--- src/rtl/gfst_pkg.sv ---
// Grid formation slot table: shared types, codes and fixed field widths.
// No dependencies; compiled first.
package gfst_pkg;

    localparam int OP_W       = 2;
    localparam int RAD_W      = 16;
    localparam int GAP_W      = 16;
    localparam int APR_W      = 7;
    localparam int DIAM_W     = 17;
    localparam int SPACE_W    = 18;
    localparam int POS_W      = 25;
    localparam int GR_W       = 25;
    localparam int CNT_W      = 7;
    localparam int STAT_W     = 3;
    localparam int MUL_W      = 32;
    localparam int PROD_W     = 64;
    localparam int DIG_W      = 4;
    localparam int CFG_IDX_W  = 1;
    localparam int CFG_DATA_W = 16;

    localparam logic [APR_W-1:0] APR_RESET = 7'd4;
    localparam logic [GAP_W-1:0] GAP_RESET = 16'd256;

    localparam logic [POS_W-1:0] POS_MAX_C = {1'b0, {(POS_W-1){1'b1}}};
    localparam logic [POS_W-1:0] POS_MIN_C = {1'b1, {(POS_W-1){1'b0}}};
    localparam logic [GR_W-1:0]  GR_MAX_C  = {GR_W{1'b1}};

    typedef enum logic [OP_W-1:0] {
        OP_ADD    = 2'd0,
        OP_REMOVE = 2'd1,
        OP_QUERY  = 2'd2
    } op_t;

    typedef enum logic [STAT_W-1:0] {
        STAT_ADDED    = 3'd0,
        STAT_ALREADY  = 3'd1,
        STAT_FULL     = 3'd2,
        STAT_REMOVED  = 3'd3,
        STAT_ABSENT   = 3'd4,
        STAT_POSITION = 3'd5
    } status_t;

    typedef enum logic [CFG_IDX_W-1:0] {
        CFG_AGENTS_PER_ROW = 1'b0,
        CFG_AGENT_GAP      = 1'b1
    } cfg_idx_t;

    typedef enum logic [3:0] {
        ST_IDLE,
        ST_SEARCH,
        ST_DECIDE,
        ST_SHIFT_RD,
        ST_SHIFT_WR,
        ST_ROWS,
        ST_COL,
        ST_MUL_X,
        ST_MUL_Y,
        ST_MUL_W,
        ST_MUL_H,
        ST_MUL_WW,
        ST_MUL_HH,
        ST_SQRT,
        ST_OUT
    } fsm_t;

endpackage

--- src/rtl/gfst_req_if.sv ---
// Request channel: operation, member id and radius with valid/ready.
// Depends on gfst_pkg.
interface gfst_req_if #(parameter int ID_BITS = 16);
    import gfst_pkg::*;
    logic                valid;
    logic                ready;
    logic [OP_W-1:0]     operation;
    logic [ID_BITS-1:0]  agent_id;
    logic [RAD_W-1:0]    agent_radius;
    modport source (output valid, operation, agent_id, agent_radius, input ready);
    modport sink   (input valid, operation, agent_id, agent_radius, output ready);
endinterface

--- src/rtl/gfst_rsp_if.sv ---
// Response channel: status, slot offset, group radius and member count.
// Depends on gfst_pkg.
interface gfst_rsp_if;
    import gfst_pkg::*;
    logic                     valid;
    logic                     ready;
    logic [STAT_W-1:0]        status;
    logic signed [POS_W-1:0]  pos_x;
    logic signed [POS_W-1:0]  pos_y;
    logic [GR_W-1:0]          group_radius;
    logic [CNT_W-1:0]         member_count;
    modport source (output valid, status, pos_x, pos_y, group_radius, member_count,
                    input ready);
    modport sink   (input valid, status, pos_x, pos_y, group_radius, member_count,
                    output ready);
endinterface

--- src/rtl/grid_formation_slot_table_unit.sv ---
// Grid formation slot table: ordered member list in a synchronous RAM with
// a sequencer, shared divider, multiplier and square-root units.
// Depends on gfst_pkg, gfst_req_if, gfst_rsp_if, gfst_mul, gfst_div, gfst_isqrt.
//
// One transaction is handled at a time. Each takes the id search through the
// member RAM (one read per cycle), a read and a write state per entry moved
// when a remove closes the gap, one division for the row count, four
// multiplications, a square root and the output register; a query of a present
// id adds a second division and two multiplications. A remove of the first
// member takes the longest. The result waits in an output register, so the
// next request is taken while it does.
module grid_formation_slot_table_unit #(
    parameter int MAX_MEMBERS = 64,
    parameter int ID_BITS     = 16
) (
    input  logic                              clk,
    input  logic                              rst_n,
    gfst_req_if.sink                          req,
    gfst_rsp_if.source                        rsp,
    input  logic                              cfg_we,
    input  logic [gfst_pkg::CFG_IDX_W-1:0]    cfg_index,
    input  logic [gfst_pkg::CFG_DATA_W-1:0]   cfg_data
);
    import gfst_pkg::*;

    localparam int AW = $clog2(MAX_MEMBERS);
    localparam int CW = $clog2(MAX_MEMBERS + 1);
    localparam int DW = ((CW > APR_W) ? CW : APR_W) + 1;
    localparam int KW = CW + 2;
    localparam int YW = APR_W + 2;

    fsm_t                  state_reg, state_next;
    logic [OP_W-1:0]       op_reg;
    logic [ID_BITS-1:0]    id_reg;
    logic [RAD_W-1:0]      rad_reg;
    logic [CW-1:0]         total_reg;
    logic [DIAM_W-1:0]     diam_reg;
    logic [APR_W-1:0]      apr_reg;
    logic [GAP_W-1:0]      gap_reg;
    logic [CW-1:0]         scan_reg;
    logic                  cmp_v_reg;
    logic [AW-1:0]         cmp_addr_reg;
    logic                  found_reg;
    logic [AW-1:0]         idx_reg;
    logic [CW-1:0]         sh_reg;
    logic [ID_BITS-1:0]    rd_data_reg;
    status_t               status_reg;
    logic [CW-1:0]         rows_reg;
    logic [CW-1:0]         col_reg;
    logic [APR_W-1:0]      row_rem_reg;
    logic [POS_W-1:0]      px_reg;
    logic [POS_W-1:0]      py_reg;
    logic [MUL_W-1:0]      w_reg;
    logic [MUL_W-1:0]      h_reg;
    logic [PROD_W-1:0]     sq_reg;
    logic [PROD_W-1:0]     sum_reg;
    logic [GR_W-1:0]       gr_reg;

    logic                  rsp_valid_reg;
    logic [STAT_W-1:0]     rsp_status_reg;
    logic [POS_W-1:0]      rsp_px_reg;
    logic [POS_W-1:0]      rsp_py_reg;
    logic [GR_W-1:0]       rsp_gr_reg;
    logic [CNT_W-1:0]      rsp_cnt_reg;

    logic [ID_BITS-1:0]    mem [MAX_MEMBERS];
    logic                  mem_we;
    logic [AW-1:0]         mem_waddr;
    logic [ID_BITS-1:0]    mem_wdata;
    logic [AW-1:0]         mem_raddr;

    logic                  div_start, div_busy, div_done;
    logic [DW-1:0]         div_dvd, div_q;
    logic [APR_W-1:0]      div_rem;
    logic                  mul_start, mul_busy, mul_done;
    logic [MUL_W-1:0]      mul_a, mul_b;
    logic [PROD_W-1:0]     mul_prod;
    logic                  sqrt_start, sqrt_busy, sqrt_done;
    logic [MUL_W-1:0]      sqrt_root;

    logic                  accept;
    logic                  issue;
    logic                  hit;
    logic                  search_end;
    logic [CW:0]           sh_inc;
    logic                  sh_more;
    logic                  add_ok;
    logic [DIAM_W-1:0]     rad2;
    logic [APR_W-1:0]      p_eff;
    logic [SPACE_W-1:0]    space;
    logic [DW-1:0]         rows_dvd;
    logic [KW-1:0]         kx, kx_abs;
    logic [YW-1:0]         ky, ky_abs;
    logic                  out_free;
    status_t               decide_status;

    function automatic logic [POS_W-1:0] sat_pos(input logic neg,
                                                 input logic [PROD_W-1:0] mag);
        logic [POS_W-1:0] r;
        if (neg)
            r = (mag > PROD_W'(POS_MIN_C)) ? POS_MIN_C : (~mag[POS_W-1:0] + 1'b1);
        else
            r = (mag > PROD_W'(POS_MAX_C)) ? POS_MAX_C : mag[POS_W-1:0];
        return r;
    endfunction

    assign accept     = req.valid && req.ready;
    assign issue      = scan_reg < total_reg;
    assign hit        = cmp_v_reg && (rd_data_reg == id_reg);
    assign search_end = !issue && !cmp_v_reg;
    assign sh_inc     = {1'b0, sh_reg} + (CW+1)'(1);
    assign sh_more    = sh_inc < {1'b0, total_reg};
    assign add_ok     = (op_reg == OP_ADD) && !found_reg && (total_reg < CW'(MAX_MEMBERS));
    assign rad2       = {rad_reg, 1'b0};
    assign p_eff      = (apr_reg == '0) ? APR_W'(1) : apr_reg;
    assign space      = SPACE_W'(gap_reg) + SPACE_W'(diam_reg);
    assign rows_dvd   = DW'(total_reg) + DW'(p_eff) - DW'(1);
    assign kx         = {2'b00, rows_reg} - KW'(1) - {1'b0, col_reg, 1'b0};
    assign kx_abs     = kx[KW-1] ? (KW'(0) - kx) : kx;
    assign ky         = {1'b0, row_rem_reg, 1'b0} - (YW'(p_eff) - YW'(1));
    assign ky_abs     = ky[YW-1] ? (YW'(0) - ky) : ky;
    assign out_free   = !rsp_valid_reg || rsp.ready;

    always_comb
    begin
        priority if (op_reg == OP_ADD)
            decide_status = found_reg ? STAT_ALREADY : (add_ok ? STAT_ADDED : STAT_FULL);
        else if (op_reg == OP_REMOVE)
            decide_status = found_reg ? STAT_REMOVED : STAT_ABSENT;
        else
            decide_status = found_reg ? STAT_POSITION : STAT_ABSENT;
    end

    // next state
    always_comb
    begin
        state_next = state_reg;
        unique case (state_reg)
            ST_IDLE:     if (req.valid) state_next = ST_SEARCH;
            ST_SEARCH:   if (hit || search_end) state_next = ST_DECIDE;
            ST_DECIDE:   state_next = ((op_reg == OP_REMOVE) && found_reg) ? ST_SHIFT_RD
                                                                           : ST_ROWS;
            ST_SHIFT_RD: state_next = sh_more ? ST_SHIFT_WR : ST_ROWS;
            ST_SHIFT_WR: state_next = ST_SHIFT_RD;
            ST_ROWS:     if (div_done)
                             state_next = (status_reg == STAT_POSITION) ? ST_COL : ST_MUL_W;
            ST_COL:      if (div_done) state_next = ST_MUL_X;
            ST_MUL_X:    if (mul_done) state_next = ST_MUL_Y;
            ST_MUL_Y:    if (mul_done) state_next = ST_MUL_W;
            ST_MUL_W:    if (mul_done) state_next = ST_MUL_H;
            ST_MUL_H:    if (mul_done) state_next = ST_MUL_WW;
            ST_MUL_WW:   if (mul_done) state_next = ST_MUL_HH;
            ST_MUL_HH:   if (mul_done) state_next = ST_SQRT;
            ST_SQRT:     if (sqrt_done) state_next = ST_OUT;
            ST_OUT:      if (out_free) state_next = ST_IDLE;
            default:     state_next = ST_IDLE;
        endcase
    end

    // sequencer outputs
    always_comb
    begin
        mem_we     = 1'b0;
        mem_waddr  = total_reg[AW-1:0];
        mem_wdata  = id_reg;
        mem_raddr  = scan_reg[AW-1:0];
        div_start  = 1'b0;
        div_dvd    = rows_dvd;
        mul_start  = 1'b0;
        mul_a      = MUL_W'(space);
        mul_b      = '0;
        sqrt_start = 1'b0;
        unique case (state_reg)
            ST_DECIDE:   mem_we = add_ok;
            ST_SHIFT_RD: mem_raddr = sh_inc[AW-1:0];
            ST_SHIFT_WR:
            begin
                mem_we    = 1'b1;
                mem_waddr = sh_reg[AW-1:0];
                mem_wdata = rd_data_reg;
            end
            ST_ROWS:     div_start = !div_busy && !div_done;
            ST_COL:
            begin
                div_start = !div_busy && !div_done;
                div_dvd   = DW'(idx_reg);
            end
            ST_MUL_X:
            begin
                mul_start = !mul_busy && !mul_done;
                mul_b     = MUL_W'(kx_abs);
            end
            ST_MUL_Y:
            begin
                mul_start = !mul_busy && !mul_done;
                mul_b     = MUL_W'(ky_abs);
            end
            ST_MUL_W:
            begin
                mul_start = !mul_busy && !mul_done;
                mul_b     = (total_reg == '0) ? '0 : (MUL_W'(rows_reg) - MUL_W'(1));
            end
            ST_MUL_H:
            begin
                mul_start = !mul_busy && !mul_done;
                mul_b     = MUL_W'(p_eff) - MUL_W'(1);
            end
            ST_MUL_WW:
            begin
                mul_start = !mul_busy && !mul_done;
                mul_a     = w_reg;
                mul_b     = w_reg;
            end
            ST_MUL_HH:
            begin
                mul_start = !mul_busy && !mul_done;
                mul_a     = h_reg;
                mul_b     = h_reg;
            end
            ST_SQRT:     sqrt_start = !sqrt_busy && !sqrt_done;
            default:     mem_we = 1'b0;
        endcase
    end

    assign req.ready = (state_reg == ST_IDLE);

    always_ff @(posedge clk)
    begin
        if (mem_we)
            mem[mem_waddr] <= mem_wdata;
        rd_data_reg <= mem[mem_raddr];
    end

    always_ff @(posedge clk or negedge rst_n)
    begin
        if (!rst_n)
        begin
            state_reg     <= ST_IDLE;
            total_reg     <= '0;
            diam_reg      <= '0;
            apr_reg       <= APR_RESET;
            gap_reg       <= GAP_RESET;
            cmp_v_reg     <= 1'b0;
            found_reg     <= 1'b0;
            rsp_valid_reg <= 1'b0;
        end
        else
        begin
            state_reg <= state_next;
            if (cfg_we)
            begin
                unique case (cfg_index)
                    CFG_AGENTS_PER_ROW: apr_reg <= cfg_data[APR_W-1:0];
                    CFG_AGENT_GAP:      gap_reg <= cfg_data[GAP_W-1:0];
                    default:            apr_reg <= apr_reg;
                endcase
            end
            if (accept)
            begin
                cmp_v_reg <= 1'b0;
                found_reg <= 1'b0;
            end
            else if (state_reg == ST_SEARCH)
            begin
                cmp_v_reg <= issue && !hit;
                if (hit)
                    found_reg <= 1'b1;
            end
            if ((state_reg == ST_DECIDE) && add_ok)
            begin
                total_reg <= total_reg + CW'(1);
                if (rad2 > diam_reg)
                    diam_reg <= rad2;
            end
            if ((state_reg == ST_SHIFT_RD) && !sh_more)
                total_reg <= total_reg - CW'(1);
            if ((state_reg == ST_OUT) && out_free)
                rsp_valid_reg <= 1'b1;
            else if (rsp.ready)
                rsp_valid_reg <= 1'b0;
        end
    end

    always_ff @(posedge clk)
    begin
        if (accept)
        begin
            op_reg   <= req.operation;
            id_reg   <= req.agent_id;
            rad_reg  <= req.agent_radius;
            scan_reg <= '0;
        end
        if ((state_reg == ST_SEARCH) && issue)
        begin
            scan_reg     <= scan_reg + CW'(1);
            cmp_addr_reg <= scan_reg[AW-1:0];
        end
        if ((state_reg == ST_SEARCH) && hit)
            idx_reg <= cmp_addr_reg;
        if (state_reg == ST_DECIDE)
        begin
            status_reg <= decide_status;
            sh_reg     <= CW'(idx_reg);
            px_reg     <= '0;
            py_reg     <= '0;
        end
        if (state_reg == ST_SHIFT_WR)
            sh_reg <= sh_inc[CW-1:0];
        if ((state_reg == ST_ROWS) && div_done)
            rows_reg <= div_q[CW-1:0];
        if ((state_reg == ST_COL) && div_done)
        begin
            col_reg     <= div_q[CW-1:0];
            row_rem_reg <= div_rem;
        end
        if (mul_done)
        begin
            unique case (state_reg)
                ST_MUL_X:  px_reg  <= sat_pos(kx[KW-1], mul_prod);
                ST_MUL_Y:  py_reg  <= sat_pos(ky[YW-1], mul_prod);
                ST_MUL_W:  w_reg   <= (total_reg == '0) ? '0
                                      : (MUL_W'(diam_reg) + mul_prod[MUL_W-1:0]);
                ST_MUL_H:  h_reg   <= MUL_W'(diam_reg) + mul_prod[MUL_W-1:0];
                ST_MUL_WW: sq_reg  <= mul_prod;
                ST_MUL_HH: sum_reg <= sq_reg + mul_prod;
                default:   sq_reg  <= sq_reg;
            endcase
        end
        if ((state_reg == ST_SQRT) && sqrt_done)
            gr_reg <= (sqrt_root > MUL_W'(GR_MAX_C)) ? GR_MAX_C : sqrt_root[GR_W-1:0];
        if ((state_reg == ST_OUT) && out_free)
        begin
            rsp_status_reg <= status_reg;
            rsp_px_reg     <= px_reg;
            rsp_py_reg     <= py_reg;
            rsp_gr_reg     <= gr_reg;
            rsp_cnt_reg    <= CNT_W'(total_reg);
        end
    end

    gfst_div #(.DW(DW)) u_div (
        .clk       (clk),
        .rst_n     (rst_n),
        .start     (div_start),
        .dividend  (div_dvd),
        .divisor   (p_eff),
        .busy      (div_busy),
        .done      (div_done),
        .quotient  (div_q),
        .remainder (div_rem)
    );

    gfst_mul u_mul (
        .clk     (clk),
        .rst_n   (rst_n),
        .start   (mul_start),
        .a       (mul_a),
        .b       (mul_b),
        .busy    (mul_busy),
        .done    (mul_done),
        .product (mul_prod)
    );

    gfst_isqrt u_isqrt (
        .clk   (clk),
        .rst_n (rst_n),
        .start (sqrt_start),
        .value (sum_reg),
        .busy  (sqrt_busy),
        .done  (sqrt_done),
        .root  (sqrt_root)
    );

    assign rsp.valid        = rsp_valid_reg;
    assign rsp.status       = rsp_status_reg;
    assign rsp.pos_x        = $signed(rsp_px_reg);
    assign rsp.pos_y        = $signed(rsp_py_reg);
    assign rsp.group_radius = rsp_gr_reg;
    assign rsp.member_count = rsp_cnt_reg;

    a_total_bound: assert property (@(posedge clk) disable iff (!rst_n)
        total_reg <= CW'(MAX_MEMBERS))
        else $error("member total above table depth");

    a_write_states: assert property (@(posedge clk) disable iff (!rst_n)
        mem_we |-> (state_reg == ST_DECIDE || state_reg == ST_SHIFT_WR))
        else $error("member RAM written outside add or shift");

    a_diam_monotonic: assert property (@(posedge clk) disable iff (!rst_n)
        1'b1 |=> diam_reg >= $past(diam_reg))
        else $error("largest diameter shrank");

    a_accept_starts: assert property (@(posedge clk) disable iff (!rst_n)
        accept |=> state_reg == ST_SEARCH)
        else $error("accepted transaction did not start a search");

    a_rsp_from_out: assert property (@(posedge clk) disable iff (!rst_n)
        $rose(rsp_valid_reg) |-> $past(state_reg == ST_OUT))
        else $error("response raised outside output state");

endmodule

--- src/rtl/gfst_mul.sv ---
// Iterative unsigned multiplier, one 4-bit digit of b per cycle.
// Depends on gfst_pkg.
module gfst_mul (
    input  logic                          clk,
    input  logic                          rst_n,
    input  logic                          start,
    input  logic [gfst_pkg::MUL_W-1:0]    a,
    input  logic [gfst_pkg::MUL_W-1:0]    b,
    output logic                          busy,
    output logic                          done,
    output logic [gfst_pkg::PROD_W-1:0]   product
);
    import gfst_pkg::*;

    logic                busy_reg;
    logic                done_reg;
    logic [PROD_W-1:0]   a_reg;
    logic [MUL_W-1:0]    b_reg;
    logic [PROD_W-1:0]   acc_reg;
    logic [PROD_W-1:0]   partial;
    logic [MUL_W-1:0]    b_rest;
    logic                launch;

    assign launch  = start && !busy_reg;
    assign partial = a_reg * b_reg[DIG_W-1:0];
    assign b_rest  = b_reg >> DIG_W;

    always_ff @(posedge clk or negedge rst_n)
    begin
        if (!rst_n)
        begin
            busy_reg <= 1'b0;
            done_reg <= 1'b0;
        end
        else
        begin
            done_reg <= busy_reg && (b_rest == '0);
            if (launch)
                busy_reg <= 1'b1;
            else if (busy_reg && (b_rest == '0))
                busy_reg <= 1'b0;
        end
    end

    always_ff @(posedge clk)
    begin
        if (launch)
        begin
            a_reg   <= PROD_W'(a);
            b_reg   <= b;
            acc_reg <= '0;
        end
        else if (busy_reg)
        begin
            acc_reg <= acc_reg + partial;
            a_reg   <= a_reg << DIG_W;
            b_reg   <= b_rest;
        end
    end

    assign busy    = busy_reg;
    assign done    = done_reg;
    assign product = acc_reg;

endmodule

--- src/rtl/gfst_div.sv ---
// Restoring divider by the row length, one quotient bit per cycle.
// Depends on gfst_pkg.
module gfst_div #(
    parameter int DW = 8
) (
    input  logic                         clk,
    input  logic                         rst_n,
    input  logic                         start,
    input  logic [DW-1:0]                dividend,
    input  logic [gfst_pkg::APR_W-1:0]   divisor,
    output logic                         busy,
    output logic                         done,
    output logic [DW-1:0]                quotient,
    output logic [gfst_pkg::APR_W-1:0]   remainder
);
    import gfst_pkg::*;

    localparam int STEP_W = $clog2(DW + 1);

    logic                busy_reg;
    logic                done_reg;
    logic [STEP_W-1:0]   cnt_reg;
    logic [DW-1:0]       q_reg;
    logic [APR_W-1:0]    rem_reg;
    logic [APR_W-1:0]    dvsr_reg;
    logic [APR_W:0]      rem_t;
    logic [APR_W:0]      diff;
    logic                ge;
    logic                launch;

    assign launch = start && !busy_reg;
    assign rem_t  = {rem_reg, q_reg[DW-1]};
    assign ge     = rem_t >= {1'b0, dvsr_reg};
    assign diff   = rem_t - {1'b0, dvsr_reg};

    always_ff @(posedge clk or negedge rst_n)
    begin
        if (!rst_n)
        begin
            busy_reg <= 1'b0;
            done_reg <= 1'b0;
            cnt_reg  <= '0;
        end
        else
        begin
            done_reg <= busy_reg && (cnt_reg == STEP_W'(1));
            if (launch)
            begin
                busy_reg <= 1'b1;
                cnt_reg  <= STEP_W'(DW);
            end
            else if (busy_reg)
            begin
                cnt_reg <= cnt_reg - STEP_W'(1);
                if (cnt_reg == STEP_W'(1))
                    busy_reg <= 1'b0;
            end
        end
    end

    always_ff @(posedge clk)
    begin
        if (launch)
        begin
            q_reg    <= dividend;
            rem_reg  <= '0;
            dvsr_reg <= divisor;
        end
        else if (busy_reg)
        begin
            q_reg   <= {q_reg[DW-2:0], ge};
            rem_reg <= ge ? diff[APR_W-1:0] : rem_t[APR_W-1:0];
        end
    end

    assign busy      = busy_reg;
    assign done      = done_reg;
    assign quotient  = q_reg;
    assign remainder = rem_reg;

endmodule

--- src/rtl/gfst_isqrt.sv ---
// Integer square root (round down), one result bit per cycle.
// Depends on gfst_pkg.
module gfst_isqrt (
    input  logic                          clk,
    input  logic                          rst_n,
    input  logic                          start,
    input  logic [gfst_pkg::PROD_W-1:0]   value,
    output logic                          busy,
    output logic                          done,
    output logic [gfst_pkg::MUL_W-1:0]    root
);
    import gfst_pkg::*;

    logic                busy_reg;
    logic                done_reg;
    logic [PROD_W-1:0]   v_reg;
    logic [PROD_W-1:0]   res_reg;
    logic [PROD_W-1:0]   bit_reg;
    logic [PROD_W-1:0]   trial;
    logic                ge;
    logic                launch;

    assign launch = start && !busy_reg;
    assign trial  = res_reg + bit_reg;
    assign ge     = v_reg >= trial;

    always_ff @(posedge clk or negedge rst_n)
    begin
        if (!rst_n)
        begin
            busy_reg <= 1'b0;
            done_reg <= 1'b0;
        end
        else
        begin
            done_reg <= busy_reg && bit_reg[0];
            if (launch)
                busy_reg <= 1'b1;
            else if (busy_reg && bit_reg[0])
                busy_reg <= 1'b0;
        end
    end

    always_ff @(posedge clk)
    begin
        if (launch)
        begin
            v_reg   <= value;
            res_reg <= '0;
            bit_reg <= PROD_W'(1) << (PROD_W - 2);
        end
        else if (busy_reg)
        begin
            if (ge)
            begin
                v_reg   <= v_reg - trial;
                res_reg <= (res_reg >> 1) + bit_reg;
            end
            else
                res_reg <= res_reg >> 1;
            bit_reg <= bit_reg >> 2;
        end
    end

    assign busy = busy_reg;
    assign done = done_reg;
    assign root = res_reg[MUL_W-1:0];

endmodule
--- src/flat_wrapper.sv ---
// flat-port wrapper written by rule: the top's interface ports become plain ports
module grid_formation_slot_table_unit_flat import gfst_pkg::*;
#(
    parameter int MAX_MEMBERS = 64,
    parameter int ID_BITS     = 16
)
  (clk, rst_n, cfg_we, cfg_index, cfg_data, req_valid, req_operation, req_agent_id, req_agent_radius, req_ready, rsp_valid, rsp_status, rsp_pos_x, rsp_pos_y, rsp_group_radius, rsp_member_count, rsp_ready);
  gfst_req_if #(.ID_BITS(ID_BITS)) req_i ();
  gfst_rsp_if rsp_i ();
  input  logic clk;
  input  logic rst_n;
  input  logic cfg_we;
  input  logic [gfst_pkg::CFG_IDX_W-1:0] cfg_index;
  input  logic [gfst_pkg::CFG_DATA_W-1:0] cfg_data;
  input wire logic [$bits(req_i.valid)-1:0] req_valid;
  input wire logic [$bits(req_i.operation)-1:0] req_operation;
  input wire logic [$bits(req_i.agent_id)-1:0] req_agent_id;
  input wire logic [$bits(req_i.agent_radius)-1:0] req_agent_radius;
  output wire logic [$bits(req_i.ready)-1:0] req_ready;
  output wire logic [$bits(rsp_i.valid)-1:0] rsp_valid;
  output wire logic [$bits(rsp_i.status)-1:0] rsp_status;
  output wire logic [$bits(rsp_i.pos_x)-1:0] rsp_pos_x;
  output wire logic [$bits(rsp_i.pos_y)-1:0] rsp_pos_y;
  output wire logic [$bits(rsp_i.group_radius)-1:0] rsp_group_radius;
  output wire logic [$bits(rsp_i.member_count)-1:0] rsp_member_count;
  input wire logic [$bits(rsp_i.ready)-1:0] rsp_ready;
  assign req_i.valid = req_valid;
  assign req_i.operation = req_operation;
  assign req_i.agent_id = req_agent_id;
  assign req_i.agent_radius = req_agent_radius;
  assign req_ready = req_i.ready;
  assign rsp_valid = rsp_i.valid;
  assign rsp_status = rsp_i.status;
  assign rsp_pos_x = rsp_i.pos_x;
  assign rsp_pos_y = rsp_i.pos_y;
  assign rsp_group_radius = rsp_i.group_radius;
  assign rsp_member_count = rsp_i.member_count;
  assign rsp_i.ready = rsp_ready;
  grid_formation_slot_table_unit #(.MAX_MEMBERS(MAX_MEMBERS), .ID_BITS(ID_BITS)) u_core (.clk(clk), .rst_n(rst_n), .req(req_i), .rsp(rsp_i), .cfg_we(cfg_we), .cfg_index(cfg_index), .cfg_data(cfg_data));
endmodule
--- config.mk ---
export PLATFORM = sky130hd
export DESIGN_NAME = grid_formation_slot_table_unit_flat
export DESIGN_NICKNAME = d
export VERILOG_FILES = /design/src/rtl/gfst_pkg.sv /design/src/rtl/gfst_req_if.sv /design/src/rtl/gfst_rsp_if.sv /design/src/rtl/grid_formation_slot_table_unit.sv /design/src/rtl/gfst_mul.sv /design/src/rtl/gfst_div.sv /design/src/rtl/gfst_isqrt.sv /design/src/flat_wrapper.sv
export SDC_FILE = /design/constraint.sdc
export NUM_CORES = 2
export LEC_CHECK = 0
export BUFFER_PORTS_ARGS = -buffer_cell sky130_fd_sc_hd__buf_4
export CORE_UTILIZATION = 30
export DETAILED_ROUTE_END_ITERATION = 8
export PLACE_DENSITY = 0.42
export SLEW_MARGIN = 5
export SYNTH_ARGS = -nofsm -noshare
export SYNTH_HDL_FRONTEND = slang
export SYNTH_SLANG_ARGS = --single-unit
--- constraint.sdc ---
create_clock -name clk -period 14.65 [get_ports clk]
set_input_delay 0.7325 -clock clk [delete_from_list [all_inputs] [get_ports clk]]
set_output_delay 0.7325 -clock clk [all_outputs]
set_load 0.01 [all_outputs]
* Word-level counts from Yosys, hierarchy flattened
Memories as Yosys holds them, arrays and structs flattened. A register that Yosys moved wholly into a read port is not among the register bits.
Cells that the tools add are included.
** Word-level totals
- Memory bits (writable) :: 1024
- Output and inout port bits :: 87
- Register bits after elaboration :: 841
- Input bits :: 56
- Logic and storage cells :: 263
- Memories :: 1
** Memory list
- u_core.mem :: words 64, bits a word 16, rd ports 1, clocked after memory_dff 1, write ports 1, RTL line grid_formation_slot_table_unit.sv:66 : logic [ID_BITS-1:0] mem [MAX_MEMBERS];
** Cells by class
- Equal/unequal tests :: 30
- Order comparisons :: 9
- Add/sub/neg operators :: 24
- Muxes and demuxes :: 81
- Reductions and logical operators :: 67
- Multiply operators :: 1
- Bitwise logic cells :: 2
** Operators with widths (count)
- $mux 64 :: 4
- $mux 25 :: 10
- $pmux 32 s6 :: 1
- $mux 32 :: 5
- $add 64x64->64 :: 2
- $add 63x63->64 :: 1
- $add 64x63->64 :: 1
- $ge 64x64->1 :: 1
- $gt 64x24->1 const B :: 1
- $gt 64x25->1 const B :: 1
- $mul 64x4->64 :: 1
- $pmux 32 s2 :: 1
- $sub 64x64->64 :: 1
- $mux 4 :: 15
- $pmux 4 s15 :: 1
- $mux 7 :: 8
- $add 17x32->32 :: 1
- $gt 32x25->1 const B :: 1
- $logic_not 32->1 :: 1
- $sub 7x1->8 const B :: 4
- $eq 4x4->1 const B :: 7
- $add 25x1->25 const B :: 1
- $not 25->25 :: 1
- $logic_and 1x1->1 :: 24
- other kinds (43) :: 120

* Depth between registers and ports, before layout
- Depth after elaboration :: 8
- Mapped depth :: 27
- Depth with buffers taken out :: 23

* Modules after synthesis
A second synthesis with hierarchy kept.
** Second synthesis, totals
- Cells, all modules :: 8026
- Area total of the unflattened synthesis :: 98478.2 um2
** Modules (own cells, without submodules)
- grid_formation_slot_table_unit :: seq. area each 44990.6 um2, area an instance 66162.2 um2, instances 1, cells each 4227
- gfst_mul :: seq. area each 3893.7 um2, area an instance 15896.5 um2, instances 1, cells each 1742
- gfst_isqrt :: seq. area each 3893.7 um2, area an instance 14886.8 um2, instances 1, cells each 1918
- gfst_div :: seq. area each 740.7 um2, area an instance 1532.7 um2, instances 1, cells each 139

* Least setup slack after synthesis
No wires, ideal clock.
- Path type :: input -> register
- Start point :: in rsp_ready
- End point :: reg u_core.rsp_gr_reg[0], in the netlist u_core.rsp.group_radius[0], enable pin
- Setup time :: 0.650 ns
- Data required time :: 14.000 ns
- Arrival time :: 6.997 ns
- Path slack :: 7.002 ns
- Cell stages on the path :: 2
- Path through :: nand2b_1 -> nor3b_1
** Between the ends
- Word-level cells in the longest chain between the ends :: 2
** Ends and longest elaborated chain
- start: declaration :: RTL line flat_wrapper.sv:26 : input wire logic [$bits(rsp_i.ready)-1:0] rsp_ready;
- $logic_or 1x1->1 :: RTL line grid_formation_slot_table_unit.sv:122 : assign out_free = !rsp_valid_reg || rsp.ready;
- $logic_and 1x1->1 :: RTL line grid_formation_slot_table_unit.sv:331 : if ((state_reg == ST_OUT) && out_free)
- end signal: assignment :: RTL line grid_formation_slot_table_unit.sv:336 : rsp_gr_reg <= gr_reg;
- end: declaration :: RTL line grid_formation_slot_table_unit.sv:63 : logic [GR_W-1:0] rsp_gr_reg;
No other way between the ends.
A chain may end at the register's enable or synchronous reset.

* Worst setup path after layout
- Start point :: reg u_core.u_isqrt.res_reg[8]
- End point :: reg u_core.u_isqrt.v_reg[28], enable pin
** Between the ends
- Word-level cells in the longest chain between the ends :: 4
** Ends and longest elaborated chain
- start: declaration :: RTL line gfst_isqrt.sv:17 : logic [PROD_W-1:0] res_reg;
- start signal: assignment :: RTL line gfst_isqrt.sv:57 : res_reg <= (res_reg >> 1) + bit_reg;
- start signal: assignment :: RTL line gfst_isqrt.sv:60 : res_reg <= res_reg >> 1;
- $add 64x63->64 :: RTL line gfst_isqrt.sv:24 : assign trial = res_reg + bit_reg;
- $ge 64x64->1 :: RTL line gfst_isqrt.sv:25 : assign ge = v_reg >= trial;
- $reduce_bool 2->1 (no line)
- $reduce_and 2->1 (no line)
- end signal: assignment :: RTL line gfst_isqrt.sv:48 : v_reg <= value;
- end signal: assignment :: RTL line gfst_isqrt.sv:56 : v_reg <= v_reg - trial;
- end: declaration :: RTL line gfst_isqrt.sv:16 : logic [PROD_W-1:0] v_reg;
No other way between the ends.

==> reports/qor.csv <==
stage,metric,value,unit
yosys,async_reset_ff_frac,0.03349,
timing,fmax,0.1397,GHz
clock_network,cts_buffers,218,
power_and_ir_drop,vdd_drop_max,150.6,uV
yosys,synthesis.nets,8489,
clock_network,clock-sinks,1881,
setup_path,worst_setup_path_end_kind,flop,
yosys,synthCells,7876,
yosys,yosysUniqueCellTypes,109,
setup_path,start_kind,flop,
yosys,synth.most_common_cell,edfxtp_1,
clock_network,insertion_delay,0.93,ns
detailed_routing,remaining_drc_errors,0,
power_and_ir_drop,powerDensity,224.7,nW/um^2
timing,totalNegativeSetupSlack,0,ns
detailed_routing,drtIter0Drc,4025,
final_layout,largest-register,u_core.mem,
grt,grt_use_met2,0.2715,
yosys,synth-edff-count,1553,
final_layout,drive_gt1_frac,0.1320,
placement,port-buffer-count,142,
setup_path,cp_data_required_time,15.07,ns
floorplan,rows,208,
grt,grt_util_all_layers,0.1662,
yosys,yosys_warnings,0,
floorplan,die_y,571.4,microns
floorplan,io_pins,143,
timing,setup_viol,0,
placement,gp_congestion,0.8266,
yosys,synth.area.top_cells,"edfxtp_1, mux4_2, dfxtp_1",
detailed_routing,routedWlPerCell,22.02,microns
yosys,synth-seq-cells,1881,
detailed_routing,vias_per_cell,5.007,
clock_network,cts_tree,built,
detailed_routing,dr.pass1.iters,6,
final_layout,final_util,0.3449,
floorplan,placeableCoreArea,321700,sq um
yosys,synth_top_area_share,0.4795,
status,outcome,finished clean,
yosys,synth.avg_cell_area,12.35,sq um
grt,grt_use_met3,0.01884,
final_layout,syn_to_final_growth,14.08,%
yosys,ys_seq_area_frac,0.5503,
flow_run,drv_cap,0,
power_and_ir_drop,power.leakage,39.90,nW
clock_network,cts.clk_slew.worst_paths,0.06,ns
timing,hold_violations,0,
detailed_routing,totalWireLength,275300,microns
final_layout,finalNetCount,8628,
clock_network,cts_hold_buf,31,
grt,grt_pass1_vias,64200,
grt,grt-busiest-layer,met2,
timing,period_minus_slack,7.159,ns
timing,finalCritPeriodShare,0.4887,
grt,grt_max_degree,129,
grt,antenna_found_initial,6,
clock_network,ctsLongestPathBuffers,4,
yosys,synth_area_leader_cell,edfxtp_1,
detailed_routing,num_vias,62600,
setup_path,cp_max_fo,64,
clock_network,cts_max_level,4,
timing,skew,0.1319,ns
floorplan,die_w,571.4,microns
clock_network,cts_resized,0,
setup_path,setup.worst_path.class,reg -> reg,
placement,place_area,103500,sq um
timing,maxSlewViolCount,0,
yosys,synth_common_cells,"edfxtp_1, nand2_1, a21oi_1, nor2_1, o21ai_0",
yosys,syn_area,97260,sq um
grt,grt_use_met1,0.2348,
final_layout,largest_register_ffs,1024,
timing,rsz0062_at_grt,false,
power_and_ir_drop,finalPower,0.02493,W
yosys,ys.flop_type,edfxtp_1,
floorplan,die_area,326500,sq um
setup_path,worstPathArrival,7.58,ns
final_layout,design_area,111000,sq um
grt,grt_pass1_wl,414200,microns
detailed_routing,ant_nets,0,
placement,dp_hpwl,187700,microns
timing,worstMarginPinSlew,1.236,ns
worst_hold_path,min_path_type,in -> reg,
timing,slew_headroom,0.1703,
clock_network,cts-root-buf,clkbuf_16,
clock_network,post_cts.repair.setup_buffers,0,
grt,gr-total-overflow,0,
floorplan,initial_utilization,0.3024,
per-layer routing:
layer	part of all wire	vias up
met5	0	-
met4	0.023	0
met3	0.035	338
met2	0.46	1166
met1	0.48	31410
li1	-	29690
critical path, stage by stage (launching register included):
cell and delay [ns]:
dfxtp_1 0.40, ha_1 0.40, nand4_1 0.19, nor4_1 0.53, o21bai_1 0.27, a21oi_1 0.24, o21bai_1 0.12, a211o_1 0.31
a31oi_1 0.37, a221oi_1 0.18, xor2_1 0.20, ha_1 0.41, and2_1 0.23, nand3_1 0.15, nor4_1 0.26, nand2_1 0.14
a211oi_1 0.65, o22ai_4 0.11, buf_4 0.31, and2_1 0.38, nor2_4 0.12, buf_4 0.63
cell usage in the layout, fill, tap and decap left out, types with 197 or more instances in the layout:
cell type / netlist / routed
edfxtp_1: 1553 / 1553
nand2_1: 699 / 681
a21oi_1: 494 / 491
nor2_1: 456 / 442
o21ai_0: 374 / 374
ha_1: 367 / 367
inv_1: 331 / 329
buf_4: 29 / 295
dfxtp_1: 265 / 265
xnor2_1: 259 / 258
mux4_2: 256 / 256
clkbuf_16: 0 / 222
and2_1: 198 / 197
power by group:
part	internal, W	switching, W	leakage [nW]	total [W]
logic	0.00454	0.00710	19.2	0.0116
clock network	0.00319	0.00225	3.49	0.00545
registers	0.00700	0.000843	17.2	0.00784
metrics by stage:
stage          worst slack [ns]  cells  hold slack, ns
2_1_floorplan             7.002   7876          0.4003
3_3_place_gp              7.232  12070          0.4018
3_5_place_dp              7.252  12070          0.4045
4_1_cts                   7.173  12500        0.002316
5_1_grt                   6.774  12500         0.02424
6_report                  7.491  12500         0.07752
cell families (layout without fill, tap and decap cells):
| family | after synthesis | count (layout) | share of synthesized area |
|---|---|---|---|
| buffers and inverters | 743 | 1062 | 0.03055 |
| AND/OR/NAND/NOR | 2087 | 2087 | 0.1027 |
| multiplexers | 386 | 386 | 0.07317 |
| XOR/XNOR | 416 | 416 | 0.03746 |
| other | 1 | 3 | 0.00003856 |
| adder cells (fa/ha/maj) | 557 | 557 | 0.08632 |
| AO/OA/AOI/OAI | 1805 | 1805 | 0.1195 |
| flip-flops | 1881 | 1881 | 0.5503 |
path summary, 6_finish.rpt:
path,start,endpoint,slack [ns],cells past startpoint
min in group asynchronous,rst_n,u_core.u_div.cnt_reg[0]$_DFFE_PN0P_,0.35,2
hold reg to reg,u_core.cmp_addr_reg[4]$_DFFE_PP_,u_core.idx_reg[4]$_DFFE_PP_,0.40,0
setup reg to reg,u_core.u_isqrt.res_reg[8]$_SDFFE_PP0P_,u_core.u_isqrt.v_reg[28]$_DFFE_PP_,7.49,21
max in group asynchronous,rst_n,u_core.u_isqrt.busy$_DFFE_PN0P_,13.18,3
setup / recovery,u_core.u_isqrt.res_reg[8]$_SDFFE_PP0P_,u_core.u_isqrt.v_reg[28]$_DFFE_PP_,7.49,21
hold / removal,req_agent_radius[2],u_core.rad_reg[2]$_DFFE_PP_,0.08,1
final cells by class:
cell class / count / area [sq um]
clock buffers: 289 / 6007
diodes: 2 / 5.005
clock inverters: 111 / 1122
multi-input cells: 5252 / 41040
repair buffers: 331 / 2625
inverters: 331 / 1244
flip-flops and latches: 1881 / 53520
well taps: 4305 / 5386
fillers: 31910 / 210700
Note: power is estimated with default switching activity, not from simulation.
